[src/hw/rtl/sos_pkg.sv]
package sos_pkg;

  localparam int SAMPLES_DEF      = 512;
  localparam int MAX_SEGMENTS_DEF = 64;

  // Depths of the two queues, powers of two.
  localparam int MID_DEPTH = 4;
  localparam int OUT_DEPTH = 2;

  localparam int DIST_W     = 18;
  localparam int CFG_IDX_W  = 3;
  localparam int CFG_DATA_W = 18;

  localparam logic [CFG_IDX_W-1:0] CFG_MIN_RANGE  = 3'd0;
  localparam logic [CFG_IDX_W-1:0] CFG_MAX_RANGE  = 3'd1;
  localparam logic [CFG_IDX_W-1:0] CFG_GAP_FACTOR = 3'd2;
  localparam logic [CFG_IDX_W-1:0] CFG_GAP_OFFSET = 3'd3;
  localparam logic [CFG_IDX_W-1:0] CFG_MIN_STEPS  = 3'd4;

  localparam logic [17:0] MIN_RANGE_RST  = 18'd20;
  localparam logic [17:0] MAX_RANGE_RST  = 18'd5600;
  localparam logic [7:0]  GAP_FACTOR_RST = 8'd26;
  localparam logic [15:0] GAP_OFFSET_RST = 16'd20;
  localparam logic [9:0]  MIN_STEPS_RST  = 10'd4;

  typedef struct packed {
    logic [17:0] min_range;
    logic [17:0] max_range;
    logic [7:0]  gap_factor;
    logic [15:0] gap_offset;
    logic [9:0]  min_steps;
  } cfg_t;

  // What the front end decided about one sample.
  typedef enum logic [1:0] {
    KIND_SEED,
    KIND_NEAR,
    KIND_JUMP,
    KIND_CLOSE
  } kind_t;

  typedef struct packed {
    logic [5:0]        segment_id;
    logic [9:0]        first_step;
    logic [8:0]        nearest_step;
    logic [DIST_W-1:0] nearest_distance;
    logic [9:0]        last_step;
    logic              scan_done;
    logic              overflow;
  } res_t;

endpackage

[src/hw/rtl/scan_obstacle_segmenter.sv]
// Splits a laser scan into obstacle segments, one range sample per transaction.
// Input side: drive in_distance and raise in_push; the sample is taken at any
// edge where full is low. Output side: while out_empty is low the oldest segment
// record sits on the out_ ports; raising out_pop takes it.
// The configuration channel (cfg_valid, cfg_index, cfg_data) is always ready and
// should be written only while no samples are in flight.
// Throughput is one sample per cycle while full is low. A sample is classified
// against the previous sample in the front end in the cycle it is accepted,
// waits in a four-entry queue, and is applied to the open segment by the back
// end once it leaves that queue; a record that results passes through the
// result queue to the output. If the receiver stalls, the two-entry result
// queue fills, the back end holds, the middle queue fills and full rises.
// Reset (synchronous, rst_n low) empties both queues, restores the default
// configuration and starts a new scan at step 0.
module scan_obstacle_segmenter #(
  parameter int SAMPLES      = sos_pkg::SAMPLES_DEF,
  parameter int MAX_SEGMENTS = sos_pkg::MAX_SEGMENTS_DEF
) (
  input  logic        clk,
  input  logic        rst_n,
  input  logic        in_push,
  output logic        full,
  input  logic [17:0] in_distance,
  output logic        out_empty,
  input  logic        out_pop,
  output logic [5:0]  out_segment_id,
  output logic [9:0]  out_first_step,
  output logic [8:0]  out_nearest_step,
  output logic [17:0] out_nearest_distance,
  output logic [9:0]  out_last_step,
  output logic        out_scan_done,
  output logic        out_overflow,
  input  logic        cfg_valid,
  output logic        cfg_ready,
  input  logic [2:0]  cfg_index,
  input  logic [17:0] cfg_data
);
  import sos_pkg::*;

  localparam int SW    = $clog2(SAMPLES);
  localparam int MID_W = $bits(kind_t) + SW + DIST_W;
  localparam int RES_W = $bits(res_t);

  cfg_t              cfg_r, cfg_nxt;

  logic              mid_wr, mid_full, mid_empty, mid_rd;
  kind_t             f_kind;
  logic [SW-1:0]     f_step;
  logic [DIST_W-1:0] f_dist;
  logic [MID_W-1:0]  mid_wdata, mid_rdata;
  kind_t             b_kind;
  logic [SW-1:0]     b_step;
  logic [DIST_W-1:0] b_dist;

  logic              res_wr, res_full;
  res_t              res_in, res_out;
  logic [RES_W-1:0]  res_rdata;

  assign cfg_ready = 1'b1;

  always_comb begin
    cfg_nxt = cfg_r;
    if (cfg_valid) begin
      case (cfg_index)
        CFG_MIN_RANGE:  cfg_nxt.min_range  = cfg_data;
        CFG_MAX_RANGE:  cfg_nxt.max_range  = cfg_data;
        CFG_GAP_FACTOR: cfg_nxt.gap_factor = cfg_data[7:0];
        CFG_GAP_OFFSET: cfg_nxt.gap_offset = cfg_data[15:0];
        CFG_MIN_STEPS:  cfg_nxt.min_steps  = cfg_data[9:0];
        default: begin
        end
      endcase
    end
  end

  always_ff @(posedge clk) begin
    if (!rst_n) begin
      cfg_r.min_range  <= MIN_RANGE_RST;
      cfg_r.max_range  <= MAX_RANGE_RST;
      cfg_r.gap_factor <= GAP_FACTOR_RST;
      cfg_r.gap_offset <= GAP_OFFSET_RST;
      cfg_r.min_steps  <= MIN_STEPS_RST;
    end else begin
      cfg_r <= cfg_nxt;
    end
  end

  assign full = mid_full;

  sos_front #(
    .SAMPLES (SAMPLES)
  ) u_front (
    .clk         (clk),
    .rst_n       (rst_n),
    .in_push     (in_push),
    .in_distance (in_distance),
    .cfg         (cfg_r),
    .q_full      (mid_full),
    .q_wr        (mid_wr),
    .q_kind      (f_kind),
    .q_step      (f_step),
    .q_dist      (f_dist)
  );

  assign mid_wdata = {f_kind, f_step, f_dist};

  sos_fifo #(
    .W     (MID_W),
    .DEPTH (MID_DEPTH)
  ) u_mid_q (
    .clk     (clk),
    .rst_n   (rst_n),
    .wr_en   (mid_wr),
    .wr_data (mid_wdata),
    .full    (mid_full),
    .rd_en   (mid_rd),
    .rd_data (mid_rdata),
    .empty   (mid_empty)
  );

  assign b_kind = kind_t'(mid_rdata[MID_W-1 -: $bits(kind_t)]);
  assign b_step = mid_rdata[DIST_W +: SW];
  assign b_dist = mid_rdata[DIST_W-1:0];

  sos_back #(
    .SAMPLES      (SAMPLES),
    .MAX_SEGMENTS (MAX_SEGMENTS)
  ) u_back (
    .clk       (clk),
    .rst_n     (rst_n),
    .q_valid   (!mid_empty),
    .q_pop     (mid_rd),
    .q_kind    (b_kind),
    .q_step    (b_step),
    .q_dist    (b_dist),
    .min_steps (cfg_r.min_steps),
    .r_full    (res_full),
    .r_wr      (res_wr),
    .r_data    (res_in)
  );

  sos_fifo #(
    .W     (RES_W),
    .DEPTH (OUT_DEPTH)
  ) u_res_q (
    .clk     (clk),
    .rst_n   (rst_n),
    .wr_en   (res_wr),
    .wr_data (res_in),
    .full    (res_full),
    .rd_en   (out_pop),
    .rd_data (res_rdata),
    .empty   (out_empty)
  );

  assign res_out              = res_rdata;
  assign out_segment_id       = res_out.segment_id;
  assign out_first_step       = res_out.first_step;
  assign out_nearest_step     = res_out.nearest_step;
  assign out_nearest_distance = res_out.nearest_distance;
  assign out_last_step        = res_out.last_step;
  assign out_scan_done        = res_out.scan_done;
  assign out_overflow         = res_out.overflow;

endmodule

[src/hw/rtl/sos_fifo.sv]
module sos_fifo #(
  parameter int W     = 8,
  parameter int DEPTH = 4
) (
  input  logic         clk,
  input  logic         rst_n,
  input  logic         wr_en,
  input  logic [W-1:0] wr_data,
  output logic         full,
  input  logic         rd_en,
  output logic [W-1:0] rd_data,
  output logic         empty
);

  localparam int AW = $clog2(DEPTH);

  logic [W-1:0]  mem_r [DEPTH];
  logic [AW-1:0] wr_ptr_r, wr_ptr_nxt;
  logic [AW-1:0] rd_ptr_r, rd_ptr_nxt;
  logic [AW:0]   count_r, count_nxt;
  logic          do_wr, do_rd;

  assign full    = (count_r == (AW+1)'(DEPTH));
  assign empty   = (count_r == '0);
  assign do_wr   = wr_en && !full;
  assign do_rd   = rd_en && !empty;
  assign rd_data = mem_r[rd_ptr_r];

  always_comb begin
    wr_ptr_nxt = do_wr ? wr_ptr_r + 1'b1 : wr_ptr_r;
    rd_ptr_nxt = do_rd ? rd_ptr_r + 1'b1 : rd_ptr_r;
    count_nxt  = count_r;
    if (do_wr && !do_rd) begin
      count_nxt = count_r + 1'b1;
    end else if (do_rd && !do_wr) begin
      count_nxt = count_r - 1'b1;
    end
  end

  always_ff @(posedge clk) begin
    if (!rst_n) begin
      wr_ptr_r <= '0;
      rd_ptr_r <= '0;
      count_r  <= '0;
    end else begin
      wr_ptr_r <= wr_ptr_nxt;
      rd_ptr_r <= rd_ptr_nxt;
      count_r  <= count_nxt;
    end
  end

  always_ff @(posedge clk) begin
    if (do_wr) begin
      mem_r[wr_ptr_r] <= wr_data;
    end
  end

endmodule

[src/hw/rtl/sos_front.sv]
module sos_front #(
  parameter int SAMPLES = sos_pkg::SAMPLES_DEF
) (
  input  logic                       clk,
  input  logic                       rst_n,
  input  logic                       in_push,
  input  logic [17:0]                in_distance,
  input  sos_pkg::cfg_t              cfg,
  input  logic                       q_full,
  output logic                       q_wr,
  output sos_pkg::kind_t             q_kind,
  output logic [$clog2(SAMPLES)-1:0] q_step,
  output logic [17:0]                q_dist
);
  import sos_pkg::*;

  localparam int SW = $clog2(SAMPLES);
  localparam logic [SW-1:0] LAST_STEP = SW'(SAMPLES - 1);

  logic [SW-1:0]     step_r, step_nxt;
  logic [DIST_W-1:0] prev_dist_r, prev_dist_nxt;
  logic              prev_inv_r, prev_inv_nxt;

  logic              accept;
  logic              in_range;
  logic              skip;
  logic [DIST_W-1:0] diff;
  logic [25:0]       prod;
  logic [26:0]       lhs;
  logic [26:0]       limit;
  kind_t             kind;

  assign accept   = in_push && !q_full;
  assign in_range = (in_distance >= cfg.min_range) && (in_distance <= cfg.max_range);
  assign diff     = (in_distance >= prev_dist_r) ? in_distance - prev_dist_r
                                                 : prev_dist_r - in_distance;
  assign prod     = 26'(cfg.gap_factor) * 26'(in_distance);
  assign lhs      = 27'({diff, 8'd0});
  assign limit    = 27'(prod) + 27'({cfg.gap_offset, 8'd0});

  always_comb begin
    kind          = KIND_JUMP;
    skip          = 1'b0;
    prev_dist_nxt = prev_dist_r;
    prev_inv_nxt  = prev_inv_r;
    step_nxt      = step_r;
    if (step_r == '0) begin
      kind          = KIND_SEED;
      prev_dist_nxt = in_distance;
      prev_inv_nxt  = 1'b0;
    end else if (step_r == LAST_STEP) begin
      kind = KIND_CLOSE;
    end else if (!in_range) begin
      // An out-of-range sample forces the next valid one to count as a jump.
      skip         = 1'b1;
      prev_inv_nxt = 1'b1;
    end else begin
      kind          = (!prev_inv_r && (lhs <= limit)) ? KIND_NEAR : KIND_JUMP;
      prev_dist_nxt = in_distance;
      prev_inv_nxt  = 1'b0;
    end
    if (accept) begin
      step_nxt = (step_r == LAST_STEP) ? '0 : step_r + 1'b1;
    end else begin
      prev_dist_nxt = prev_dist_r;
      prev_inv_nxt  = prev_inv_r;
    end
  end

  assign q_wr   = accept && !skip;
  assign q_kind = kind;
  assign q_step = step_r;
  assign q_dist = in_distance;

  always_ff @(posedge clk) begin
    if (!rst_n) begin
      step_r      <= '0;
      prev_dist_r <= '0;
      prev_inv_r  <= 1'b0;
    end else begin
      step_r      <= step_nxt;
      prev_dist_r <= prev_dist_nxt;
      prev_inv_r  <= prev_inv_nxt;
    end
  end

endmodule

[src/hw/rtl/sos_back.sv]
module sos_back #(
  parameter int SAMPLES      = sos_pkg::SAMPLES_DEF,
  parameter int MAX_SEGMENTS = sos_pkg::MAX_SEGMENTS_DEF
) (
  input  logic                       clk,
  input  logic                       rst_n,
  input  logic                       q_valid,
  output logic                       q_pop,
  input  sos_pkg::kind_t             q_kind,
  input  logic [$clog2(SAMPLES)-1:0] q_step,
  input  logic [17:0]                q_dist,
  input  logic [9:0]                 min_steps,
  input  logic                       r_full,
  output logic                       r_wr,
  output sos_pkg::res_t              r_data
);
  import sos_pkg::*;

  localparam int SW  = $clog2(SAMPLES);
  localparam int IDW = $clog2(MAX_SEGMENTS);
  localparam logic [IDW-1:0] LAST_ID = IDW'(MAX_SEGMENTS - 1);

  logic [IDW-1:0]    seg_id_r, seg_id_nxt;
  logic [SW-1:0]     first_r, first_nxt;
  logic [SW-1:0]     nearest_r, nearest_nxt;
  logic [DIST_W-1:0] near_dist_r, near_dist_nxt;
  logic [SW-1:0]     last_r, last_nxt;
  logic              ovf_r, ovf_nxt;

  logic [SW-1:0]     span;
  logic              long_enough;
  logic              done;

  assign q_pop       = q_valid && !r_full;
  assign span        = q_step - first_r;
  assign long_enough = (10'(span) >= min_steps);

  always_comb begin
    seg_id_nxt    = seg_id_r;
    first_nxt     = first_r;
    nearest_nxt   = nearest_r;
    near_dist_nxt = near_dist_r;
    last_nxt      = last_r;
    ovf_nxt       = ovf_r;
    r_wr          = 1'b0;
    done          = 1'b0;
    if (q_pop) begin
      case (q_kind)
        KIND_SEED: begin
          seg_id_nxt    = '0;
          ovf_nxt       = 1'b0;
          first_nxt     = '0;
          nearest_nxt   = '0;
          near_dist_nxt = q_dist;
          last_nxt      = SW'(1);
        end
        KIND_NEAR: begin
          if (q_dist < near_dist_r) begin
            nearest_nxt   = q_step;
            near_dist_nxt = q_dist;
          end
          last_nxt = q_step;
        end
        KIND_JUMP: begin
          if (long_enough) begin
            if (seg_id_r == LAST_ID) begin
              ovf_nxt = 1'b1;
            end else begin
              r_wr          = 1'b1;
              seg_id_nxt    = seg_id_r + 1'b1;
              first_nxt     = q_step;
              nearest_nxt   = q_step;
              near_dist_nxt = q_dist;
              last_nxt      = q_step + 1'b1;
            end
          end
        end
        KIND_CLOSE: begin
          r_wr = 1'b1;
          done = 1'b1;
        end
        default: begin
        end
      endcase
    end
  end

  // The record always describes the segment as it stood before this item.
  always_comb begin
    r_data.segment_id       = 6'(seg_id_r);
    r_data.first_step       = 10'(first_r);
    r_data.nearest_step     = 9'(nearest_r);
    r_data.nearest_distance = near_dist_r;
    r_data.last_step        = 10'(last_r);
    r_data.scan_done        = done;
    r_data.overflow         = ovf_r;
  end

  always_ff @(posedge clk) begin
    if (!rst_n) begin
      seg_id_r    <= '0;
      first_r     <= '0;
      nearest_r   <= '0;
      near_dist_r <= '0;
      last_r      <= SW'(1);
      ovf_r       <= 1'b0;
    end else begin
      seg_id_r    <= seg_id_nxt;
      first_r     <= first_nxt;
      nearest_r   <= nearest_nxt;
      near_dist_r <= near_dist_nxt;
      last_r      <= last_nxt;
      ovf_r       <= ovf_nxt;
    end
  end

endmodule

[config.mk]
export PLATFORM = sky130hd
export DESIGN_NAME = scan_obstacle_segmenter
export DESIGN_NICKNAME = d
export VERILOG_FILES = /design/src/hw/rtl/sos_pkg.sv /design/src/hw/rtl/scan_obstacle_segmenter.sv /design/src/hw/rtl/sos_fifo.sv /design/src/hw/rtl/sos_front.sv /design/src/hw/rtl/sos_back.sv
export SDC_FILE = /design/constraint.sdc
export NUM_CORES = 1
export LEC_CHECK = 0
export BUFFER_PORTS_ARGS = -buffer_cell sky130_fd_sc_hd__buf_4
export CORE_AREA = 10 10 303 217
export DETAILED_ROUTE_END_ITERATION = 8
export DIE_AREA = 0 0 313 227
export PLACE_DENSITY = 0.66
export RECOVER_POWER = 25
export SLEW_MARGIN = 20
export SYNTH_ARGS = -nofsm -noshare
export SYNTH_HDL_FRONTEND = slang
export SYNTH_SLANG_ARGS = --single-unit
[constraint.sdc]
create_clock -name clk -period 16.15 [get_ports clk]
set_input_delay 2.4225 -clock clk [delete_from_list [all_inputs] [get_ports clk]]
set_output_delay 2.4225 -clock clk [all_outputs]
set_load 0.02 [all_outputs]
# ---- Yosys cells after proc, flatten, opt, wreduce, memory -nomap -nowiden
# Memories as Yosys holds them, arrays and structs flattened. A register that Yosys moved wholly into a read port is not among the register bits.
# Cells that the tools add are included.
dict set report totals {
  reg_bits 161
  latchBits 0
  ram_bits 222
  mem_bits_ro 0
  input_bits 44
  out_inout_bits 58
  word_cells 154
  mem_count 2
}
# name depth word_bits read_ports rd_ports_with_merged_regs wr line_no
set memory_table {}
lappend memory_table {u_mid_q.mem_r 4 29 1 1 1 sos_fifo.sv:17} ;# logic [W-1:0] mem_r [DEPTH];
lappend memory_table {u_res_q.mem_r 2 53 1 1 1 sos_fifo.sv:17}
dict set report classes {
  addsub 15
  mul 1
  div 0
  n_lt_le_gt_ge 6
  eq_ne 16
  shifts 0
  n_mux 50
  bitwise_logic 0
  n_reduce_logical 44
}
# operator n
set op_table {}
lappend op_table {{$mux W18} 7}
lappend op_table {{$mux W9} 6}
lappend op_table {{$pmux W18 S3} 1}
lappend op_table {{$pmux W9 S3} 2}
lappend op_table {{$ge A18 B18 Y1} 2}
lappend op_table {{$sub A18 B18 Y18} 2}
lappend op_table {{$add A26 B24 Y27} 1}
lappend op_table {{$le A26 B27 Y1} 1}
lappend op_table {{$mul A8 B18 Y26} 1}
lappend op_table {{$add A9 B1 Y9 const B} 2}
lappend op_table {{$le A18 B18 Y1} 1}
lappend op_table {{$lt A18 B18 Y1} 1}
lappend op_table {{$mux W1} 18}
lappend op_table {{$pmux W9 S2} 1}
lappend op_table {{$mux W2} 8}
lappend op_table {{$logic_and A1 B1 Y1} 13}
lappend op_table {{$mux W6} 2}
lappend op_table {{$pmux W6 S2} 1}
lappend op_table {{$reduce_and A2 Y1} 6}
lappend op_table {{$reduce_and A4 Y1} 3}
lappend op_table {{$ge A9 B10 Y1} 1}
lappend op_table {{$logic_not A1 Y1} 10}
lappend op_table {{$eq A9 B9 Y1 const B} 1}
lappend op_table {{$logic_not A9 Y1} 1}
lappend op_table {{23 further kinds} 40}

# ---- Logic depth before layout (Yosys ltp)
dict set report logic_depth {
  depth_word 12
  mapped_depth 28
  ltp_nobuf 27
}

# ---- Modules after synthesis
# Synthesis repeated with hierarchy kept, for this count alone.
dict set report unflattened {
  hier_cells 2246
  area_unflattened_um2 24593.6
}
# module instances cells_per_inst area_per_inst_um2 seq_area_each_um2
set by_module_without_submodules {}
lappend by_module_without_submodules {sos_front 1 1151 9337.7 560.5}
lappend by_module_without_submodules {{sos_fifo (u_mid_q)} 1 199 4675.7 3663.5}
lappend by_module_without_submodules {{sos_fifo (u_res_q)} 1 196 4217.8 3403.3}
lappend by_module_without_submodules {sos_back 1 435 3622.2 1041.0}
lappend by_module_without_submodules {scan_obstacle_segmenter 1 265 2740.1 1401.3}

# ---- Worst setup path after synthesis
# OpenSTA, ideal clock, no wires.
dict set report synth_path {
  path_type {input port to flip-flop}
  start {in in_distance[9]}
  end {mem u_mid_q.mem_r[0][27] (netlist bit) (data pin)}
  setup_time_ns 0.280
  arrival_time_ns 8.162
  required_ns 15.870
  path_slack_ns 7.709
  stages 27
  path_buffers 1
  path_cell_list {clkbuf_1 -> nand2_1 -> fa_1 -> inv_1 -> fa_1 -> fa_1 -> inv_1 -> fa_1 -> inv_1 -> ha_1 -> and3_1 -> o21a_1 -> o41ai_1 -> a2bb2oi_1 -> nand2_1 -> o21ai_1 -> nand2b_1 -> xnor2_1 -> ha_1 -> nand3_1 -> nor2_1 -> nand4_1 -> nor3_1 -> o21ai_0 -> o21a_1 -> o311ai_1 -> a21oi_1}
}
dict set report synth_between {
  elab_chain_len 8
  elab_cells_between_ends 15
  classes_between {3 x add/sub; 1 x mul; 4 x order compare; 5 x mux; 2 x reduce/logical}
}
# item line_no
set synth_lines {}
lappend synth_lines {{start, declared} scan_obstacle_segmenter.sv:23} ;# input logic [17:0] in_distance,
lappend synth_lines {{$mul A8 B18 Y26 (tied with other cells)} sos_front.sv:37} ;# assign prod = 26'(cfg.gap_factor) * 26'(in_distance);
lappend synth_lines {{$add A26 B24 Y27 or $mux W18 (tied branches)} {sos_front.sv:39, sos_front.sv:35}}
lappend synth_lines {{$le A26 B27 Y1} sos_front.sv:58} ;# kind = (!prev_inv_r && (lhs <= limit)) ? KIND_NEAR : KIND_JUMP;
lappend synth_lines {{$logic_and A1 B1 Y1} sos_front.sv:58}
lappend synth_lines {{$mux W2} sos_front.sv:58}
lappend synth_lines {{$mux W2 (*)} sos_front.sv:53} ;# end else if (!in_range) begin
lappend synth_lines {{$mux W2 (*)} sos_front.sv:51} ;# end else if (step_r == LAST_STEP) begin
lappend synth_lines {{$mux W2 (*)} sos_front.sv:47} ;# if (step_r == '0) begin
lappend synth_lines {{via f_kind[0]} scan_obstacle_segmenter.sv:47} ;# kind_t f_kind;
lappend synth_lines {{end, declared} sos_fifo.sv:17}
# The timed path passes the listed nets; every way through them passes the cells marked *.

# ---- Final worst setup path
dict set report layout_path {
  start {in in_distance[9]}
  end {mem u_mid_q.mem_r[3][27] (netlist bit) (data pin)}
}
# Same word-level chain as after synthesis.

==> flow_metrics.tcl <==
set metrics [dict create \
    rsz0062_at_grt "false" \
    clock_latency_ns 0.59 \
    setup_viol 0 \
    arrival_ns 9.61 \
    synthToLayoutAreaGrowth_pct 11.7 \
    ctsHoldBuffers 0 \
    die_y_microns 227 \
    worstPathBufferInverterCount 4 \
    wire_per_inst_microns 19.1 \
    combPwrFrac_pct 44.9 \
    grt_remaining_overflow 0 \
    placementRows 75 \
    dieWidth_microns 313 \
    ys.flop_type "edfxtp_1" \
    finish.net_count 2673 \
    min_from "u_back.nearest_r[5]$_SDFFE_PN0P_" \
    cts_setup_buffers 0 \
    synth_edf_count 222 \
    violations "max-capacitance violations, max-slew violations" \
    setup_tns_ns 0 \
    power_density_nw_per_um2 160 \
    r2r-start "cfg_r[31]$_SDFFE_PN0P_" \
    final_cells 3162 \
    grt_pass1_vias 16800 \
    root_buffer "clkbuf_16" \
    outcome "finished with violations" \
    maxSlewViolCount 30 \
    r2r_cells 25 \
    num-fill-cells 5566 \
    finalInstanceArea_sq_um 26500 \
    synth_cells 2272 \
    globalplace.congestion 0.861 \
    worstHoldPathCells 0 \
    critical_path_class "input pin to flop" \
    drc 0 \
    critPathTopFamily "adder cells" \
    post_drt_via_cell_ratio 5.32 \
    fmax_ghz 0.107 \
    worstPathRequired_ns 16.41 \
    synth_cell_types 76 \
    synth-seq-cells 386 \
    final_common_cell "nand2_1" \
    holdCritPathClass "flop to flop" \
    p_sw_w 0.00166 \
    worstPathMaxFanout 17 \
    tightest_slew_ns 2.70 \
    end_kind "flop" \
    tritoncts "built" \
    core_sq_um 59700 \
    maxCapViolCount 1 \
    fin_skew_ns 0.0438 \
    diodes 0 \
    clkSlewWorstSetupHoldPaths_ns 0.06 \
    crit_start "in_distance[9]" \
    hpwlAfterDp_mm 43.7 \
    ant_nets 0 \
    die-area_sq_um 71100 \
    grt_pass1_wl_mm 95.6 \
    dr.pass1.iters 7 \
    io_buffers 98 \
    syn-mean-instance-area_sq_um 10.4 \
    hold_end "u_res_q.mem_r[1][34]$_DFFE_PP_" \
    layout_common_cells "nand2_1, inv_1, edfxtp_1" \
    start_util_pct 39.7 \
    cts_inserted_buffers 41 \
    ys_seq_area_share_pct 42.0 \
    clock_power_share_pct 23.2 \
    async_reset_ff_share_pct 0 \
    vdd_ir_drop_max_mv 0.132 \
    power_frac_seq_pct 31.9 \
    cts.sinks 386 \
    hold_viol_final 0 \
    worstSetupStartpointType "input pin" \
    reg2reg_slack_ns 8.44 \
    io_pins 102 \
    slowest_stage "clkbuf_1" \
    vias 16800 \
    drive_gt1_share_pct 11.2 \
    cp_slowest_stage_delay_ns 0.69 \
    finalCritPeriodShare_pct 57.9 \
    dr.first_iter.drc_count 1344 \
    dp.cells 3087 \
    leakage_nw 10.6 \
    period_needed_ns 9.35 \
    swShare_pct 39.1 \
    yosys_warnings 0 \
    place_area_sq_um 25100 \
    cts_buffer_depth 3 \
    grt.total_usage_pct 16.8 \
    cts_resized 0 \
    grt_max_degree 76 \
    power.internal_w 0.00258 \
    rr_endpoint "u_mid_q.mem_r[3][27]$_DFFE_PP_" \
    relSlewSlack_pct -79.9 \
    htreeDepth 2 \
    crit_top_cell "fa_1" \
    wl_mm 60.4 \
    synth_area_sq_um 23700 \
    antenna_found_initial 2 \
]
-- worst max path at each step --
stage,to,cells past startpoint
3_3_place_gp,u_mid_q.mem_r[0][27]$_DFFE_PP_,27
3_5_place_dp,u_mid_q.mem_r[0][27]$_DFFE_PP_,27
4_1_cts,u_mid_q.mem_r[3][27]$_DFFE_PP_,27
6_report,u_mid_q.mem_r[3][27]$_DFFE_PP_,27
2_1_floorplan,u_mid_q.mem_r[0][27]$_DFFE_PP_,27
5_1_grt,u_mid_q.mem_r[3][27]$_DFFE_PP_,27
-- metal layers --
layer  vias up  part of all wire, %  track usage (%)
met4         4                  1.7             3.83
met3        70                  6.4             3.23
met2       486                   44             26.0
li1       7904                    -                -
met1      8353                   48             24.1
met5         -                0.053                0
-- registers in the layout (all words and copies together), names as in the netlist, 3 cells and up, named ones only --
signal	cells
u_back.first_r	9
cfg_r	70
u_back.near_dist_r	18
u_back.nearest_r	9
u_front.q_step	9
u_mid_q.count_r	3
u_res_q.mem_r	106
u_mid_q.mem_r	116
u_back.last_r	9
u_back.seg_id_r	6
u_front.prev_dist_r	18
-- power by group through the flow --
stage | clock (W) | sequential [W] | combinational, W
2_1_floorplan | 0 | 0.00134 | 0.00139
3_3_place_gp | 0 | 0.00136 | 0.00184
3_5_place_dp | 0 | 0.00138 | 0.00189
4_1_cts | 0.000998 | 0.00136 | 0.00191
5_1_grt | 0.00104 | 0.00137 | 0.00212
6_report | 0.000983 | 0.00135 | 0.00191
-- logic make-up (layout without fill, tap and decap cells) --
| family | Yosys count | count (layout) | synth area share (%) |
|---|---|---|---|
| AND/OR/NAND/NOR | 645 | 645 | 12.9 |
| flip-flops | 386 | 386 | 42.0 |
| AO/OA/AOI/OAI | 383 | 383 | 10.1 |
| buffers and inverters | 370 | 451 | 6.02 |
| adder cells (fa/ha/maj) | 307 | 307 | 19.9 |
| multiplexers | 118 | 118 | 6.82 |
| XOR/XNOR | 61 | 61 | 2.25 |
| other | 2 | 3 | 0.0317 |
-- synth_stat cells (all sizes together), types with 17 or more instances --
cell type,n,area share [%]
fa,117,9.9
mux2i,31,1.3
o21ai,66,1.4
edfxtp,222,28
mux2,58,2.8
nand4,22,0.58
inv,270,4.3
xor2,31,1.1
o211ai,17,0.54
nand2,270,4.3
and2,108,2.8
a21oi,143,3.0
mux4,29,2.8
clkbuf,77,1.2
nor2,100,1.6
ha,190,10
o31ai,21,0.66
nand3,68,1.4
xnor2,30,1.1
a21o,43,1.4
dfxtp,164,14
buf,23,0.52
-- per-stage QoR --
stage	setup slack, ns	power (W)	hold slack [ns]	utilization (%)
2_1_floorplan	7.71	0.00272	0.425	-
3_3_place_gp	7.07	0.00320	0.437	42.1
3_5_place_dp	6.78	0.00327	0.440	42.1
4_1_cts	7.35	0.00426	0.449	44.4
5_1_grt	6.26	0.00453	0.465	44.4
6_report	6.80	0.00424	0.446	44.4
-- area by class of cell --
class	instances	area, sq um	share of cell area [%]
repair buffers	106	766	2.89
clock inverters	25	293	1.11
flip-flops and latches	386	9950	37.6
clock buffers	50	1090	4.11
multi-input cells	1517	12400	46.7
well taps	808	1010	3.82
inverters	270	1020	3.83
-- worst register-to-register path, delay by kind of cell, from the launching register on --
family	cells	cell delay [ns]
xor gates and xnor gates	1	0.13
adders and majority gates	6	2.73
buffers and inverters	2	0.09
AOI/OAI and AO/OA	8	2.18
and+or+nand+nor	8	1.30
DFF	1	0.92
Power figures use the tool's default switching activity.
